`config.mk`:
```
export PLATFORM = sky130hd
export DESIGN_NAME = fuzzy_drowsiness_risk_score_flat
export DESIGN_NICKNAME = d
export VERILOG_FILES = /design/src/hw/rtl/fdrs_pkg.sv /design/src/hw/rtl/fdrs_sample_if.sv /design/src/hw/rtl/fdrs_score_if.sv /design/src/hw/rtl/fuzzy_drowsiness_risk_score.sv /design/src/flat_wrapper.sv
export VERILOG_INCLUDE_DIRS = /design/src /design/src/hw/rtl
export SDC_FILE = /design/constraint.sdc
export NUM_CORES = 2
export LEC_CHECK = 0
export ABC_CLOCK_PERIOD_IN_PS = 32700
export BUFFER_PORTS_ARGS = -buffer_cell sky130_fd_sc_hd__buf_2
export CORE_MARGIN = 4
export CORE_UTILIZATION = 29
export CTS_CLUSTER_SIZE = 14
export DETAILED_ROUTE_END_ITERATION = 8
export PLACE_DENSITY = 0.42
export SLEW_MARGIN = 20
export SYNTH_ARGS = -nofsm -noshare
export SYNTH_HDL_FRONTEND = slang
export SYNTH_SLANG_ARGS = --single-unit
```
`constraint.sdc`:
```
create_clock -name clk -period 32.7 [get_ports clk]
set_input_delay 4.905 -clock clk [delete_from_list [all_inputs] [get_ports clk]]
set_output_delay 4.905 -clock clk [all_outputs]
set_load 0.01 [all_outputs]
```
`src/hw/rtl/fuzzy_drowsiness_risk_score_defines.svh`:
```
// Assertion macros shared by the drowsiness risk score RTL.
`ifndef FUZZY_DROWSINESS_RISK_SCORE_DEFINES_SVH
`define FUZZY_DROWSINESS_RISK_SCORE_DEFINES_SVH
`ifndef SYNTHESIS
// Checked only out of reset; uses the clk and rst of the enclosing module.
`define FDRS_ASSERT(lbl, prop) \
  lbl: assert property (@(posedge clk) disable iff (rst) prop) \
    else $error("fdrs assertion failed");
// Checked on every edge, reset included.
`define FDRS_ASSERT_ALWAYS(lbl, prop) \
  lbl: assert property (@(posedge clk) prop) \
    else $error("fdrs assertion failed");
`else
`define FDRS_ASSERT(lbl, prop)
`define FDRS_ASSERT_ALWAYS(lbl, prop)
`endif
`endif

```
`src/hw/rtl/fdrs_pkg.sv`:
```
// Constants for the drowsiness risk score pipeline.
package fdrs_pkg;

  parameter int INPUT_FRAC_BITS = 4;

  // Sensor lanes
  parameter int NUM_CH   = 5;
  parameter int CH_EYE   = 0;
  parameter int CH_STEER = 1;
  parameter int CH_HANDS = 2;
  parameter int CH_HEAD  = 3;
  parameter int CH_IDLE  = 4;

  // Ramp breakpoints in whole units, lane order as above
  parameter int LO_WHOLE [NUM_CH] = '{40, 20, 2, 8, 5};
  parameter int HI_WHOLE [NUM_CH] = '{60, 40, 5, 15, 10};

  parameter int Q_BITS        = 16;
  parameter int ONE_Q16       = 65536;
  parameter int GLARE_EYE_Q16 = 19661;
  parameter int GLARE_EYE_MIN = 56;
  parameter int TENTH_DEN     = 10;
  parameter int IDLE_NUM      = 4;
  parameter int IDLE_DEN      = 5;
  parameter int SCORE_SCALE   = 100;

  // Reciprocal multiply for constant division
  parameter int RECIP_SHIFT = 24;

  parameter int X_W     = 17;          // lane input incl. head magnitude
  parameter int M_W     = 17;          // membership 0..65536
  parameter int N_W     = 21;          // ramp numerator < 20 * 2^16
  parameter int EYE_W   = 7;
  parameter int SENS_W  = 16;
  parameter int SCORE_W = 7;
  parameter int STAGES  = 6;

endpackage

```
`src/hw/rtl/fdrs_sample_if.sv`:
```
// Input channel: one set of driver measurements.
interface fdrs_sample_if;
  logic                                 valid;
  logic                                 ready;
  logic [fdrs_pkg::EYE_W-1:0]           eye_closure_pct;
  logic [fdrs_pkg::SENS_W-1:0]          steer_deviation;
  logic [fdrs_pkg::SENS_W-1:0]          hands_off_time;
  logic signed [fdrs_pkg::SENS_W-1:0]   head_angle_change;
  logic [fdrs_pkg::SENS_W-1:0]          idle_time;

  modport source (
    output valid, eye_closure_pct, steer_deviation, hands_off_time,
           head_angle_change, idle_time,
    input  ready
  );
  modport sink (
    input  valid, eye_closure_pct, steer_deviation, hands_off_time,
           head_angle_change, idle_time,
    output ready
  );
endinterface

```
`src/hw/rtl/fdrs_score_if.sv`:
```
// Output channel: risk score result.
interface fdrs_score_if;
  logic                           valid;
  logic                           ready;
  logic [fdrs_pkg::SCORE_W-1:0]   risk_score;

  modport source (output valid, risk_score, input ready);
  modport sink (input valid, risk_score, output ready);
endinterface

```
`src/hw/rtl/fuzzy_drowsiness_risk_score.sv`:
```
// Drowsiness risk score: five ramp memberships, glare rule, max, scale to 0..100.
//
//   channel   dir  payload                                           handshake
//   sample    in   eye_closure_pct, steer_deviation, hands_off_time,  valid/ready
//                  head_angle_change, idle_time
//   score     out  risk_score                                        valid/ready
//
// Six register stages: compare, reciprocal multiply, correction, idle weight,
// glare and max, score scaling. One transaction per cycle while the output is taken.
// The constant-divide multipliers set the stage split. Whole pipeline holds
// when the output register is full and not taken; no bubbles are squeezed out.
// rst (synchronous) clears the valid bits only.
`include "fuzzy_drowsiness_risk_score_defines.svh"

module fuzzy_drowsiness_risk_score #(
  parameter int INPUT_FRAC_BITS = fdrs_pkg::INPUT_FRAC_BITS
) (
  input  logic                 clk,
  input  logic                 rst,
  fdrs_sample_if.sink          sample,
  fdrs_score_if.source         score
);

  localparam int NCH  = fdrs_pkg::NUM_CH;
  localparam int XW   = fdrs_pkg::X_W;
  localparam int MW   = fdrs_pkg::M_W;
  localparam int NW   = fdrs_pkg::N_W;
  localparam int QB   = fdrs_pkg::Q_BITS;
  localparam int RS   = fdrs_pkg::RECIP_SHIFT;
  localparam int PW   = NW + RS;
  localparam int AW   = MW + 2;
  localparam int PAW  = AW + RS;
  localparam int TW   = MW + 4;
  localparam int SPW  = MW + fdrs_pkg::SCORE_W;
  localparam int IDLE_RECIP = (1 << RS) / fdrs_pkg::IDLE_DEN;

  logic                      adv;
  logic [fdrs_pkg::STAGES-1:0] vld;

  assign adv          = !vld[fdrs_pkg::STAGES-1] || score.ready;
  assign sample.ready = adv;
  assign score.valid  = vld[fdrs_pkg::STAGES-1];

  always_ff @(posedge clk) begin
    if (rst) begin
      vld <= '0;
    end else if (adv) begin
      vld <= {vld[fdrs_pkg::STAGES-2:0], sample.valid};
    end
  end

  // Lane inputs, head as magnitude
  logic [XW-1:0] x [NCH];
  logic [XW-1:0] head_mag;

  always_comb begin
    if (sample.head_angle_change[fdrs_pkg::SENS_W-1]) begin
      head_mag = XW'(fdrs_pkg::ONE_Q16) - XW'(unsigned'(sample.head_angle_change));
    end else begin
      head_mag = XW'(unsigned'(sample.head_angle_change));
    end
    x[fdrs_pkg::CH_EYE]   = XW'(sample.eye_closure_pct);
    x[fdrs_pkg::CH_STEER] = XW'(sample.steer_deviation);
    x[fdrs_pkg::CH_HANDS] = XW'(sample.hands_off_time);
    x[fdrs_pkg::CH_HEAD]  = head_mag;
    x[fdrs_pkg::CH_IDLE]  = XW'(sample.idle_time);
  end

  // Per-lane ramp pipeline, stages 1 to 3
  logic [NW-1:0] n1 [NCH];
  logic          zero1 [NCH];
  logic          sat1 [NCH];
  logic [QB-1:0] q2 [NCH];
  logic [NW-1:0] n2 [NCH];
  logic          zero2 [NCH];
  logic          sat2 [NCH];
  logic [MW-1:0] m3 [NCH];

  genvar i;
  generate
    for (i = 0; i < NCH; i++) begin : g_lane
      localparam int Sh     = (i == fdrs_pkg::CH_EYE) ? 0 : INPUT_FRAC_BITS;
      localparam int Lo     = fdrs_pkg::LO_WHOLE[i] << Sh;
      localparam int Hi     = fdrs_pkg::HI_WHOLE[i] << Sh;
      localparam int Span   = fdrs_pkg::HI_WHOLE[i] - fdrs_pkg::LO_WHOLE[i];
      localparam int Recip  = (1 << RS) / Span;
      localparam int NShift = QB - Sh;

      logic [PW-1:0] prod;
      logic [NW-1:0] rem;
      logic          corr;

      // (x - lo) * 2^16 / (Span << Sh) == ((x - lo) << (16 - Sh)) / Span
      always_ff @(posedge clk) begin
        if (adv) begin
          zero1[i] <= x[i] <= XW'(Lo);
          sat1[i]  <= x[i] >= XW'(Hi);
          n1[i]    <= NW'(x[i] - XW'(Lo)) << NShift;
        end
      end

      assign prod = PW'(n1[i]) * PW'(Recip);

      always_ff @(posedge clk) begin
        if (adv) begin
          q2[i]    <= prod[RS+QB-1:RS];
          n2[i]    <= n1[i];
          zero2[i] <= zero1[i];
          sat2[i]  <= sat1[i];
        end
      end

      // reciprocal estimate is low by at most one
      assign rem  = n2[i] - NW'(q2[i]) * NW'(Span);
      assign corr = rem >= NW'(Span);

      always_ff @(posedge clk) begin
        if (adv) begin
          if (zero2[i]) begin
            m3[i] <= '0;
          end else if (sat2[i]) begin
            m3[i] <= MW'(fdrs_pkg::ONE_Q16);
          end else begin
            m3[i] <= MW'(q2[i]) + MW'(corr);
          end
        end
      end
    end
  endgenerate

  // Glare eye condition travels with the lanes
  logic eye_hi1, eye_hi2, eye_hi3;

  always_ff @(posedge clk) begin
    if (adv) begin
      eye_hi1 <= sample.eye_closure_pct > fdrs_pkg::EYE_W'(fdrs_pkg::GLARE_EYE_MIN);
      eye_hi2 <= eye_hi1;
      eye_hi3 <= eye_hi2;
    end
  end

  // Stage 4: idle weight estimate, tenth tests
  logic [AW-1:0]  idle_a;
  logic [PAW-1:0] idle_prod;
  logic           tenth_steer, tenth_hands, tenth_head;

  assign idle_a      = AW'(m3[fdrs_pkg::CH_IDLE]) * AW'(fdrs_pkg::IDLE_NUM);
  assign idle_prod   = PAW'(idle_a) * PAW'(IDLE_RECIP);
  assign tenth_steer = TW'(m3[fdrs_pkg::CH_STEER]) * TW'(fdrs_pkg::TENTH_DEN)
                       < TW'(fdrs_pkg::ONE_Q16);
  assign tenth_hands = TW'(m3[fdrs_pkg::CH_HANDS]) * TW'(fdrs_pkg::TENTH_DEN)
                       < TW'(fdrs_pkg::ONE_Q16);
  assign tenth_head  = TW'(m3[fdrs_pkg::CH_HEAD]) * TW'(fdrs_pkg::TENTH_DEN)
                       < TW'(fdrs_pkg::ONE_Q16);

  logic [MW-1:0] m4_eye, m4_steer, m4_hands, m4_head;
  logic [QB-1:0] idle_q4;
  logic [AW-1:0] idle_a4;
  logic          glare4;

  always_ff @(posedge clk) begin
    if (adv) begin
      m4_eye   <= m3[fdrs_pkg::CH_EYE];
      m4_steer <= m3[fdrs_pkg::CH_STEER];
      m4_hands <= m3[fdrs_pkg::CH_HANDS];
      m4_head  <= m3[fdrs_pkg::CH_HEAD];
      idle_q4  <= idle_prod[RS+QB-1:RS];
      idle_a4  <= idle_a;
      glare4   <= eye_hi3 && tenth_steer && tenth_hands && tenth_head;
    end
  end

  // Stage 5: idle correction, glare override, max
  logic [AW-1:0] idle_rem;
  logic [MW-1:0] idle_m, eye_m, max_next;
  logic [MW-1:0] maxm5;

  always_comb begin
    idle_rem = idle_a4 - AW'(idle_q4) * AW'(fdrs_pkg::IDLE_DEN);
    idle_m   = MW'(idle_q4) + MW'(idle_rem >= AW'(fdrs_pkg::IDLE_DEN));
    eye_m    = glare4 ? MW'(fdrs_pkg::GLARE_EYE_Q16) : m4_eye;
    max_next = m4_steer;
    if (eye_m > max_next) begin
      max_next = eye_m;
    end
    if (m4_hands > max_next) begin
      max_next = m4_hands;
    end
    if (idle_m > max_next) begin
      max_next = idle_m;
    end
    if (m4_head > max_next) begin
      max_next = m4_head;
    end
  end

  always_ff @(posedge clk) begin
    if (adv) begin
      maxm5 <= max_next;
    end
  end

  // Stage 6: floor(max * 100 / 2^16)
  logic [SPW-1:0] score_prod;
  logic [fdrs_pkg::SCORE_W-1:0] risk;

  assign score_prod = SPW'(maxm5) * SPW'(fdrs_pkg::SCORE_SCALE);

  always_ff @(posedge clk) begin
    if (adv) begin
      risk <= score_prod[QB+fdrs_pkg::SCORE_W-1:QB];
    end
  end

  assign score.risk_score = risk;

  `FDRS_ASSERT(a_score_range,
    score.valid |-> score.risk_score <= fdrs_pkg::SCORE_W'(fdrs_pkg::SCORE_SCALE))
  `FDRS_ASSERT(a_glare_floor,
    (vld[3] && glare4 && adv) |=> maxm5 >= MW'(fdrs_pkg::GLARE_EYE_Q16))
  `FDRS_ASSERT(a_stall_holds_valid, !adv |=> $stable(vld))
  `FDRS_ASSERT_ALWAYS(a_reset_empties, rst |=> vld == '0)

endmodule
```
`src/flat_wrapper.sv`:
```
// flat-port wrapper written by rule: the top's interface ports become plain ports
module fuzzy_drowsiness_risk_score_flat 
#(
  parameter int INPUT_FRAC_BITS = fdrs_pkg::INPUT_FRAC_BITS
)
  (clk, rst, sample_valid, sample_eye_closure_pct, sample_steer_deviation, sample_hands_off_time, sample_head_angle_change, sample_idle_time, sample_ready, score_valid, score_risk_score, score_ready);
  fdrs_sample_if sample_i ();
  fdrs_score_if score_i ();
  input  logic clk;
  input  logic rst;
  input wire logic [$bits(sample_i.valid)-1:0] sample_valid;
  input wire logic [$bits(sample_i.eye_closure_pct)-1:0] sample_eye_closure_pct;
  input wire logic [$bits(sample_i.steer_deviation)-1:0] sample_steer_deviation;
  input wire logic [$bits(sample_i.hands_off_time)-1:0] sample_hands_off_time;
  input wire logic [$bits(sample_i.head_angle_change)-1:0] sample_head_angle_change;
  input wire logic [$bits(sample_i.idle_time)-1:0] sample_idle_time;
  output wire logic [$bits(sample_i.ready)-1:0] sample_ready;
  output wire logic [$bits(score_i.valid)-1:0] score_valid;
  output wire logic [$bits(score_i.risk_score)-1:0] score_risk_score;
  input wire logic [$bits(score_i.ready)-1:0] score_ready;
  assign sample_i.valid = sample_valid;
  assign sample_i.eye_closure_pct = sample_eye_closure_pct;
  assign sample_i.steer_deviation = sample_steer_deviation;
  assign sample_i.hands_off_time = sample_hands_off_time;
  assign sample_i.head_angle_change = sample_head_angle_change;
  assign sample_i.idle_time = sample_idle_time;
  assign sample_ready = sample_i.ready;
  assign score_valid = score_i.valid;
  assign score_risk_score = score_i.risk_score;
  assign score_i.ready = score_ready;
  fuzzy_drowsiness_risk_score #(.INPUT_FRAC_BITS(INPUT_FRAC_BITS)) u_core (.clk(clk), .rst(rst), .sample(sample_i), .score(score_i));
endmodule
```
Word-level counts from Yosys, hierarchy flattened
Memories as Yosys holds them, arrays and structs flattened. A register that Yosys moved wholly into a read port is not among the register bits. Index checks and enable logic that the tools add are counted.

Output and inout bits: 9. Bits in writable memories: 335. Memories kept: 8. Word-level logic and storage cells: 166. Input port bits: 75. Register bits after elaboration: 118.

Memory list: u_core.n2 (depth 5, bits a word 21, read ports 5, clocked after memory_dff 0, wr ports 5, line fuzzy_drowsiness_risk_score.sv:74) `logic [NW-1:0] n2 [NCH];`; u_core.m3 (depth 5, bits a word 17, read ports 5, clocked after memory_dff 1, wr ports 5, line fuzzy_drowsiness_risk_score.sv:77) `logic [MW-1:0] m3 [NCH];`; u_core.q2 (depth 5, bits a word 16, read ports 5, clocked after memory_dff 0, wr ports 5, line fuzzy_drowsiness_risk_score.sv:73) `logic [QB-1:0] q2 [NCH];`; u_core.n1 (depth 5, bits a word 9, read ports 5, clocked after memory_dff 0, wr ports 5, line fuzzy_drowsiness_risk_score.sv:70) `logic [NW-1:0] n1 [NCH];`; u_core.sat1 (depth 5, bits a word 1, read ports 5, clocked after memory_dff 0, wr ports 5, line fuzzy_drowsiness_risk_score.sv:72) `logic sat1 [NCH];`; u_core.sat2 (depth 5, bits a word 1, read ports 5, clocked after memory_dff 0, wr ports 5, line fuzzy_drowsiness_risk_score.sv:76) `logic sat2 [NCH];`; 2 more memories.

Magnitude comparators: 24. Reduce and logical (&&, ||, !) cells: 5. Bitwise operators: 10. Multiply operators: 16. Mux-type cells: 73. Add/subtract/negate cells: 18.

Operator list (count): 17-bit two-way mux (16); 16-bit by 1-bit adder with 17-bit output (6); 16-bit by 3-bit multiplier with 19-bit output (second input constant) (5); 21-bit by 22-bit multiplier with 40-bit output (second input constant) (2); 21-bit by 18-bit multiplier with 38-bit output (second input constant) (2); 17-bit greater-than comparator (4); 21-bit by 17-bit less-than comparator with 1-bit output (second input constant) (3); 17-bit by 3-bit multiplier with 20-bit output (second input constant) (3); 1-bit two-way mux (57); 21-bit by 3-bit >= comparator with 1-bit output (second input constant) (2); 21-bit by 5-bit >= comparator with 1-bit output (second input constant) (2); 21-bit by 19-bit subtractor with 21-bit output (2); 21-bit subtractor (2); 21-bit by 23-bit multiplier with 40-bit output (second input constant) (1); 17-bit by 22-bit multiplier with 38-bit output (second input constant) (1); 21-bit by 2-bit >= comparator with 1-bit output (second input constant) (1); 17-bit by 5-bit multiplier with 21-bit output (second input constant) (1); 21-bit by 18-bit subtractor with 21-bit output (1); 19-bit by 3-bit >= comparator with 1-bit output (second input constant) (1); 19-bit subtractor (1); 16-bit by 2-bit multiplier with 18-bit output (second input constant) (1); 17-bit by 8-bit >= comparator with 1-bit output (second input constant) (1); 17-bit by 8-bit <= comparator with 1-bit output (second input constant) (1); 17-bit by 16-bit subtractor with 17-bit output (first input constant) (1); 18 further kinds (29).

Longest topological paths before layout
Depth after elaboration: 9. Mapped depth: 50. Mapped depth without buffers: 42.

Least setup slack after synthesis
Ideal clock, no wire load.

Kind: input to output. Start: input score_ready. End: output sample_ready. Stages on the path: 2. Path slack: 15.042 ns. Data required time: 27.795 ns. Data arrival time: 12.753 ns. Buffers on the path: 0. Cells stage by stage: nor2b_1 > inv_1.

Longest elaborated chain between the ends: 1.

RTL lines: from (decl) (line flat_wrapper.sv:20) `input wire logic [$bits(score_i.ready)-1:0] score_ready;`; 1-bit logical OR (line fuzzy_drowsiness_risk_score.sv:40) `assign adv = !vld[fdrs_pkg::STAGES-1] || score.ready;`; to (decl) (line flat_wrapper.sv:17) `output wire logic [$bits(sample_i.ready)-1:0] sample_ready;`.

No other way between the ends.

Worst setup path in the final report
Start: register u_core.glare4. End: register u_core.maxm5[0] (data pin).

Longest elaborated chain between the ends: 9.

RTL lines: from (decl) (line fuzzy_drowsiness_risk_score.sv:159) `logic glare4;`; from (signal assigned) (line fuzzy_drowsiness_risk_score.sv:169) `glare4 <= eye_hi3 && tenth_steer && tenth_hands && tenth_head;`; 17-bit two-way mux * (line fuzzy_drowsiness_risk_score.sv:181) `eye_m = glare4 ? MW'(fdrs_pkg::GLARE_EYE_Q16) : m4_eye;`; 17-bit greater-than comparator (line fuzzy_drowsiness_risk_score.sv:183) `if (eye_m > max_next) begin`; 17-bit two-way mux * (line fuzzy_drowsiness_risk_score.sv:183); 17-bit greater-than comparator (line fuzzy_drowsiness_risk_score.sv:186) `if (m4_hands > max_next) begin`; 17-bit two-way mux * (line fuzzy_drowsiness_risk_score.sv:186); 17-bit greater-than comparator (line fuzzy_drowsiness_risk_score.sv:189) `if (idle_m > max_next) begin`; 17-bit two-way mux * (line fuzzy_drowsiness_risk_score.sv:189); 17-bit greater-than comparator (line fuzzy_drowsiness_risk_score.sv:192) `if (m4_head > max_next) begin`; 17-bit two-way mux * (line fuzzy_drowsiness_risk_score.sv:192); named net u_core.max_next[0] (line fuzzy_drowsiness_risk_score.sv:175) `logic [MW-1:0] idle_m, eye_m, max_next;`; to (signal assigned) (line fuzzy_drowsiness_risk_score.sv:199) `maxm5 <= max_next;`; to (decl) (line fuzzy_drowsiness_risk_score.sv:176) `logic [MW-1:0] maxm5;`.

The timed path passes the listed nets; every way through them passes the cells marked *. A chain may end at the register's enable or synchronous reset.

==> results.toml <==
[sta]
slew_violations = 0
hold_viol = 0
rsz0062_at_grt = "no"
hold_slack_final_ps = 414
min_period_ps = 11390
finalSetupViolations = 0
final_sum_of_negative_setup_slack_ps = 0
timing.fmax_ghz = 0.0878
tightest_slew_ps = 1120
maxSlewHeadroom_pct = 23.5
setup_slack_ps = 21310
skew_ps = 27.6
final_min_period_over_clock_period_pct = 34.8

[pwr]
power.combinational.fraction_pct = 69.3
pwr-share-seq_pct = 17.9
power_per_unit_of_standard_cell_area_nw_per_um2 = 104
total_switching_power_mw = 2.26
internal_power_mw = 2.55
clockPowerShare_pct = 12.8
ir_worst_vdd_mv = 0.0700
power.switching_fraction_pct = 47.0
leakage_nw = 22.7

[place]
place_ws_ps = 21380
io_buffer_count = 83
gp_congestion = 0.816
place_hpwl_um = 78100

[setup_path]
critical_path.startpoint = "u_core.glare4"
critical_path.endpoint_type = "register"
critical_path.slowest_cell = "sky130_fd_sc_hd__nor2_1"
worstReg2RegStart = "u_core.glare4"
timing_worst_setup_path_type = "reg2reg"
crit_path_frequent_cell = "sky130_fd_sc_hd__a21oi_1"
cp-start-kind = "register"
worst-endpoint-arrival_ps = 11760
path_delay_family = "compound AO/OA/AOI/OAI gates"
required_ps = 33070
worstPathMaxFanout = 48
timing.critical_path.buf_inv = 4
crit_path_max_incr_delay_ps = 690

[finish]
layout-area-overhead-vs-synth_pct = 10.9
nets = 5352
filler_cell_count = 14700
antenna_cells_inserted = 0
fin_util_pct = 32.5
drive_gt1_share_pct = 5.84

[global_route]
pin_count_of_the_biggest_net_entering_global_routing = 164
grt_busiest_layer = "met2"
met3_demand_to_capacity_share_in_global_routing_pct = 1.66
grt_overflow_total = 0
grt_pass1_vias = 29000
grt_use_met2_pct = 21.2
global_route.usage.total_pct = 12.6
grt_antenna_before_repair = 0
grt_first_pass_wirelength_um = 155000
grt_util_met1_pct = 17.5

[clocking]
tritoncts_clock_tree = "done"
ctsRootBufferMaster = "sky130_fd_sc_hd__clkbuf_16"
postCtsResizedCells = 0
htreeDepth = 2
clk_pin_slew_worst_paths_ps = 60
numCtsBuffers = 53
cts_hold_buf = 0
clock_insertion_delay_worst_skew_ps = 630
clock_sink_count = 402
cts_buffer_depth = 3
post_cts_buffers = 0

[drt]
first_pass_iters = 5
count_of_antenna_violating_nets_left_after_detailed_routing = 0
route.detailed.wl_per_inst_um = 15.5
drt_iter0_drc = 1252
route.detailed.vias_per_inst = 4.64
drt_wl_total_um = 94300
total_drc_errors_in_the_routed_layout = 0
via_count = 28200

[yosys]
mappedNetlistArea_um2 = 41800
post_synth_inst_count = 4052
post_synth_edffs = 396
synth.top_cells.by_area = "sky130_fd_sc_hd__edfxtp_1, sky130_fd_sc_hd__ha_1, sky130_fd_sc_hd__fa_1"
synthDominantAreaCellType = "sky130_fd_sc_hd__edfxtp_1"
synth_seq_area_share_pct = 28.8
top_ff_cell_synth = "sky130_fd_sc_hd__edfxtp_1"
postSynthNetCount = 5254
synth.distinct_cells = 82
yosysTopAreaCellShare_pct = 28.5
postSynth.asyncResetShare_pct = 0
yosysWarningCount = 0
postSynthAreaPerCell_um2 = 10.3
count_of_state_elements_after_synthesis = 402

[run]
max-cap-violations = 0

[worst_hold_path]
hold_start = "u_core.sat1[4]"
hold_path_class = "reg2reg"

[floorplanning]
core_area_um2 = 142000
dieArea_um2 = 150000
floorplan.rows = 138
initial_core_util_pct = 29.4
die-height_um = 387
boundaryPins = 84
floorplan.die.width_um = 387

[run_status]
run_status = "finished clean"
## sequential cells by signal, summed over array words and instances, names as in the netlist, 5 cells and up
signal,flops
u_core.q2,80
u_core.m3,85
u_core.n2,41
u_core.score.risk_score,7
u_core.n1,41
u_core.m4_eye,17
u_core.vld,6
u_core.zero2,5
u_core.maxm5,17
u_core.idle_q4,16
u_core.sat1,5
u_core.zero1,5
u_core.m4_head,17
u_core.idle_a4,17
u_core.m4_hands,17
u_core.sat2,5
u_core.m4_steer,17
## cells in the final DEF (no fill, tap or decap), drive strengths merged, types with 60 or more instances in the layout
cell type    n
a21o        88
a21oi      174
buf         93
edfxtp     396
fa         200
ha         927
inv        646
nand2      147
nand3       75
nor2       256
nor2b       60
nor3        72
o21ai      135
xnor2      157
xor2        88
## Yosys cell counts, drive strengths merged (8+ instances only)
cell     instances
nand3           75
nand2b          35
a21oi          174
edfxtp         396
and3            33
o21bai          22
o31ai           18
a21boi           8
a41oi           11
mux2            20
xor2            88
fa             200
nand2          147
o21a            38
a31oi           27
and4            11
nor3            72
a21o            88
o211ai          12
a221oi          24
nand3b          12
nor2           256
nand4           45
a211o            9
a211oi          31
a2111oi         15
o21ai          135
clkbuf          43
xnor2          157
or3             16
o22ai            9
or2             22
ha             927
inv            639
mux2i           34
nor4            22
nor2b           60
## power groups by stage
stage / combinational (mW) / sequential, mW / clock [mW]
6_report: 3.33 / 0.860 / 0.615
5_1_grt: 3.85 / 0.876 / 0.661
4_1_cts: 3.38 / 0.865 / 0.642
3_5_place_dp: 3.34 / 0.875 / 0
3_3_place_gp: 3.35 / 0.876 / 0
2_1_floorplan: 2.64 / 0.815 / 0
## cell families (layout without fill, tap and decap cells)
group,count (synthesis),after routing,share of synthesized area [%]
AO/OA/AOI/OAI,697,697,11.2
XOR/XNOR,245,245,5.14
adder cells (fa/ha/maj),1127,1127,37.4
buffers and inverters,689,832,6.21
flip-flops,402,402,28.8
multiplexers,54,54,1.35
AND/OR/NAND/NOR,838,838,9.96
## path summary, 6_finish.rpt
kind,endpoint,slack [ps],cells past startpoint
setup / recovery,u_core.maxm5[0],21310,42
hold / removal,u_core.sat2[0][4],410,0
setup reg to reg,u_core.maxm5[0],21310,42
hold reg to reg,u_core.sat2[0][4],410,0
## layout make-up
class / instances / area, um2 / area share [%]
multi-input cells: 2961 / 27200 / 58.7
flip-flops and latches: 402 / 12000 / 25.9
inverters: 639 / 2410 / 5.20
well taps: 1890 / 2360 / 5.11
clock buffers: 59 / 1390 / 3.01
repair buffers: 93 / 503 / 1.09
clock inverters: 41 / 454 / 0.981
## metrics by stage
| step | std cells | cell area [um2] | power (mW) |
|---|---|---|---|
| after floorplan | 4052 | 41800 | 3.46 |
| after global placement | 5985 | 44500 | 4.23 |
| after detailed placement | 5985 | 44500 | 4.22 |
| after CTS | 6085 | 46300 | 4.89 |
| after global routing | 6085 | 46300 | 5.39 |
| final | 6085 | 46300 | 4.80 |
## per-layer routing
metal  vias to the layer above  share of wire (%)
met3                        73                2.6
li1                      14600                  -
met4                         0                1.4
met5                         -                  0
met1                     13400                 50
met2                       208                 46
No activity file was read; power rests on OpenSTA's default activity.
